`config.mk`:
```
export PLATFORM = sky130hd
export DESIGN_NAME = sct_ctrl
export DESIGN_NICKNAME = d
export VERILOG_FILES = /design/src/hw/rtl/sct_pkg.sv /design/src/hw/rtl/sct_ctrl.sv
export VERILOG_INCLUDE_DIRS = /design/src /design/src/hw/rtl
export SDC_FILE = /design/constraint.sdc
export NUM_CORES = 1
export LEC_CHECK = 0
export BUFFER_PORTS_ARGS = -buffer_cell sky130_fd_sc_hd__buf_2
export CORE_AREA = 2 2 39 41
export CTS_BUF_LIST = sky130_fd_sc_hd__clkbuf_16
export DETAILED_ROUTE_END_ITERATION = 6
export DIE_AREA = 0 0 41 43
export HOLD_SLACK_MARGIN = 0.02
export SLEW_MARGIN = 20
export SYNTH_ARGS = -nofsm -noshare
export SYNTH_HDL_FRONTEND = slang
export SYNTH_SLANG_ARGS = --single-unit
```
`constraint.sdc`:
```
create_clock -name clk -period 2.3 [get_ports clk]
set_clock_uncertainty 0.05 [all_clocks]
set_input_delay 0.46 -clock clk [delete_from_list [all_inputs] [get_ports clk]]
set_output_delay 0.46 -clock clk [all_outputs]
set_load 0.1 [all_outputs]
```
`src/hw/rtl/sequence_counter_table_assert.svh`:
```
// Assertion macros shared by the sequence counter table RTL.
// Expects clk and rst in scope where a macro is used; no other dependencies.
`ifndef SEQUENCE_COUNTER_TABLE_ASSERT_SVH
`define SEQUENCE_COUNTER_TABLE_ASSERT_SVH

`ifndef SYNTHESIS
// Check on every rising edge, skipped while reset is high
`define SCT_ASSERT(label, prop) \
  label: assert property (@(posedge clk) disable iff (rst) prop) \
    else $error("sequence_counter_table: check failed");
// Check on every rising edge, reset included
`define SCT_ASSERT_ALWAYS(label, prop) \
  label: assert property (@(posedge clk) prop) \
    else $error("sequence_counter_table: check failed");
`else
`define SCT_ASSERT(label, prop)
`define SCT_ASSERT_ALWAYS(label, prop)
`endif

`endif

```
`src/hw/rtl/sct_pkg.sv`:
```
// Package for the sequence counter table: field widths, codes, FSM states and
// the controller/datapath command and status structs. No dependencies.
package sct_pkg;

  localparam int SLOTS_DEFAULT = 128;

  localparam int MODE_W     = 3;
  localparam int INDEX_W    = 9;
  localparam int STATUS_W   = 2;
  localparam int SLOT_OUT_W = 7;
  localparam int VALUE_W    = 64;

  // Item modes
  localparam logic [MODE_W-1:0] MODE_ALLOC = 3'd0;
  localparam logic [MODE_W-1:0] MODE_DROP  = 3'd1;
  localparam logic [MODE_W-1:0] MODE_READ  = 3'd2;
  localparam logic [MODE_W-1:0] MODE_NEXT  = 3'd3;
  localparam logic [MODE_W-1:0] MODE_CLEAR = 3'd4;

  // Result status codes
  localparam logic [STATUS_W-1:0] STATUS_OK    = 2'd0;
  localparam logic [STATUS_W-1:0] STATUS_RANGE = 2'd1;
  localparam logic [STATUS_W-1:0] STATUS_FULL  = 2'd2;

  typedef enum logic [2:0] {
    ST_INIT,
    ST_IDLE,
    ST_EXEC,
    ST_SCAN,
    ST_CLEAR,
    ST_RESP
  } state_t;

  // Controller to datapath
  typedef struct packed {
    logic load_item;
    logic exec;
    logic scan;
    logic sweep;
    logic out_load;
  } dp_cmd_t;

  // Datapath to controller
  typedef struct packed {
    logic need_scan;
    logic is_clear;
    logic scan_done;
    logic sweep_last;
    logic out_free;
  } dp_stat_t;

endpackage

```
`src/hw/rtl/sct_ctrl.sv`:
```
// Controller FSM of the sequence counter table: sequences accept, execute,
// free-slot scan, clearing sweep and result hand-off. Depends on sct_pkg.
`include "sequence_counter_table_assert.svh"

module sct_ctrl (
  input  logic              clk,
  input  logic              rst,
  input  logic              in_valid,
  output logic              in_ready,
  input  sct_pkg::dp_stat_t stat,
  output sct_pkg::dp_cmd_t  ctl
);

  sct_pkg::state_t state;
  sct_pkg::state_t state_next;

  // State register
  always_ff @(posedge clk) begin
    if (rst) begin
      state <= sct_pkg::ST_INIT;
    end else begin
      state <= state_next;
    end
  end

  // Next state and commands
  always_comb begin
    state_next = state;
    ctl        = '0;
    in_ready   = 1'b0;
    case (state)
      sct_pkg::ST_INIT: begin
        // zero the counter memory after reset
        ctl.sweep = 1'b1;
        if (stat.sweep_last) begin
          state_next = sct_pkg::ST_IDLE;
        end
      end
      sct_pkg::ST_IDLE: begin
        in_ready = 1'b1;
        if (in_valid) begin
          ctl.load_item = 1'b1;
          state_next    = sct_pkg::ST_EXEC;
        end
      end
      sct_pkg::ST_EXEC: begin
        ctl.exec = 1'b1;
        if (stat.need_scan) begin
          state_next = sct_pkg::ST_SCAN;
        end else if (stat.is_clear) begin
          state_next = sct_pkg::ST_CLEAR;
        end else begin
          state_next = sct_pkg::ST_RESP;
        end
      end
      sct_pkg::ST_SCAN: begin
        ctl.scan = 1'b1;
        if (stat.scan_done) begin
          state_next = sct_pkg::ST_RESP;
        end
      end
      sct_pkg::ST_CLEAR: begin
        ctl.sweep = 1'b1;
        if (stat.sweep_last) begin
          state_next = sct_pkg::ST_RESP;
        end
      end
      sct_pkg::ST_RESP: begin
        // hold the result until the output register is free
        if (stat.out_free) begin
          ctl.out_load = 1'b1;
          state_next   = sct_pkg::ST_IDLE;
        end
      end
      default: begin
        state_next = sct_pkg::ST_INIT;
      end
    endcase
  end

  `SCT_ASSERT_ALWAYS(a_reset_enters_init, rst |=> state == sct_pkg::ST_INIT)

endmodule

```
==> results by group <==
Global routing
  • First-pass GRT wire length: 966 um
  • Initial antenna violation count: 0
  • Largest net degree at the start of global routing: 11
  • GRT Total Usage: 8.12%
  • Congestion Overflow GR: 0
  • Vias in the first global route: 234

Die
  • Die area: 0.00176 mm2
  • Num ports: 14
  • Row cnt: 14
  • Initial Utilization: 19.9%
  • Core box area: 0.00138 mm2
  • Die width: 41 um
  • Die height: 43 um

Yosys
  • Top cells by count, synth: 4 x nor2b_1, 3 x dfxtp_1
  • Top-count cell post-synth: nor2b_1
  • Mapped cell area: 275 um2
  • Net Count, Synth: 40
  • Fraction of registers with async set/reset: 0%
  • Post-Syn Area per Cell: 8.60 um2
  • Post-synthesis cell type count: 22
  • Post-synth EDFFs: 0
  • FF+latch count, synth: 3
  • Post-synth top area share: 21.8%
  • Number of synthesis warnings: 0
  • Yosys top cell by area: dfxtp_1
  • Seq/Total Area, Yosys: 21.8%
  • Main synth FF type: dfxtp_1
  • Post-synthesis cell count: 32
  • Top post-synthesis cells by area: dfxtp_1 22%, a221oi_4 9.5%, nor2b_1 9.1%

STA
  • Slew headroom: 67.8%
  • Final min period: 2.11 ns
  • Max-slew violations: 0
  • Crit share post-route: 91.9%
  • Worst-Margin Slew: 0.486 ns
  • TNS Setup: 0 ns
  • Max Fclk: 473 MHz
  • Final hold viol count: 0
  • RSZ-0062 raised after global routing: false
  • Setup violations, final: 0

CTS
  • Clk slew on worst S/H paths: 0.03 ns
  • CTS root buf: clkbuf_16
  • Clk Latency, worst-skew pair: 0.22 ns
  • Clock Path Buffers: 2
  • H-tree levels: 1
  • Post-CTS setup buffers: 0
  • Hold-fix buffer count after cts: 0
  • CTS tree: built
  • Post-cts sizing count: 0
  • Clk sinks: 3
  • Number of buffers created by CTS: 3

Worst setup path
  • CP max stage delay: 0.46 ns
  • Worst path slowest cell: dfxtp_1
  • Cell Chain, Critical Path: nor2b_1 > and2_1 > buf_2
  • Critical path class: reg2out
  • Arrival time worst endpoint: 1.60 ns
  • CP endpoint kind: output pin
  • Required time of the critical path: 1.79 ns
  • Crit-path max FO: 9
  • Crit start category: flip-flop

Final layout
  • Number of flip-flops in the largest register: 3
  • Fin nets: 56
  • Area grow syn2layout: 57.7%
  • FILL cells: 155
  • Biggest register: state
  • Register area: 60.1 um2
  • Share of cells above drive strength 1: 51.1%
  • Number of diodes: 0
  • Multi-input gate area: 210 um2
  • Biggest regs: state x3

Power
  • Static leakage: 0.188 nW
  • Switching share of power: 37.0%
  • Max VDD drop: 0.000364 V
  • P_int: 0.333 mW
  • Clk network pwr share: 51.1%
  • Comb pwr share: 33.6%
  • Flop pwr share: 15.3%
  • Total Power: 0.529 mW
  • Psw: 0.196 mW
  • Pwr per Cell Area: 1220 mW/mm2

Run status
  • Status: completed

Routing
  • WL/cell: 9.19 um
  • Initial detailed-routing violation count: 1
  • Vias per cell: 4.33
  • First-pass DRT Iterations: 3
  • Routed Antenna Nets: 0
  • Total Wirelength: 579 um
  • Via Count: 273
  • DRC viols: 0

Run
  • Max-cap viol count: 0

Placed design
  • Placer congestion estimate: 0.673
  • DPL Wire Length: 473 um
  • IO buf count: 13

Hold path
  • Hold Crit Class: in2reg
-- power by group through the flow --
stage	registers [mW]	clock network [mW]	logic, mW
floorplan	0.0670	0	0.173
global placement	0.0814	0	0.178
detailed placement	0.0816	0	0.179
CTS	0.0810	0.275	0.179
global route	0.0842	0.285	0.187
finish	0.0809	0.271	0.178
-- cell type report --
class | count | area share (%)
multi-input cells | 27 | 48.4
clock buffers | 3 | 17.3
repair buffers | 13 | 15.0
flip-flops and latches | 3 | 13.8
well taps | 16 | 4.61
clock inverters | 1 | 0.865
-- final timing paths --
kind | startpoint | end | slack, ns | depth (start not counted)
setup reg to reg | state[2] | state[2] | 0.87 | 4
hold / removal | rst | state[2] | 0.38 | 2
hold reg to reg | state[1] | state[1] | 0.56 | 2
setup / recovery | state[0] | ctl[2] | 0.19 | 3
-- per-layer routing --
| metal | track usage, % | wire (um) | vias to the layer above |
|---|---|---|---|
| li1 | - | - | 145 |
| met1 | 9.94 | 271 | 119 |
| met2 | 11.6 | 254 | 9 |
| met3 | 5.24 | 53 | 0 |
| met4 | 2.00 | 0 | 0 |
| met5 | 0 | 0 | - |
-- worst max-delay path: cells and delay by family, from the launching register on --
| kind | cells | cell delay, ns |
|---|---|---|
| simple gates | 2 | 0.51 |
| flops | 1 | 0.46 |
| buf+inv | 1 | 0.42 |
-- layout by cell type, fill, tap and decap left out, types with 2 or more instances in the layout --
master and count:
buf_2 13, nor2b_1 3, clkbuf_16 3, dfxtp_1 3, nand2b_1 2, nor2_2 2
a21oi_1 2, o21ai_0 2
-- cell families (layout without fill, tap and decap cells) --
kind of cell           count (synthesis)  count (layout)  share of synthesized area, %
AOI/OAI and AO/OA                      8               8                          26.8
muxes                                  1               1                          3.64
buffers and inverters                  2              17                          6.82
DFF                                    3               3                          21.8
and+or+nand+nor                       18              18                          40.9
-- per-stage QoR --
stage          instance area, um2  hold slack [ns]  std cells  util (%)  worst slack [ns]
4_1_cts                       434            0.382         63      31.4             0.184
6_report                      434            0.383         63      31.4             0.187
2_1_floorplan                 289            0.475         32         -             0.105
3_3_place_gp                  355            0.569         59      25.7             0.449
5_1_grt                       434            0.382         63      31.4            0.0742
3_5_place_dp                  355            0.545         59      25.7             0.412
No activity file was read; power rests on OpenSTA's default activity.
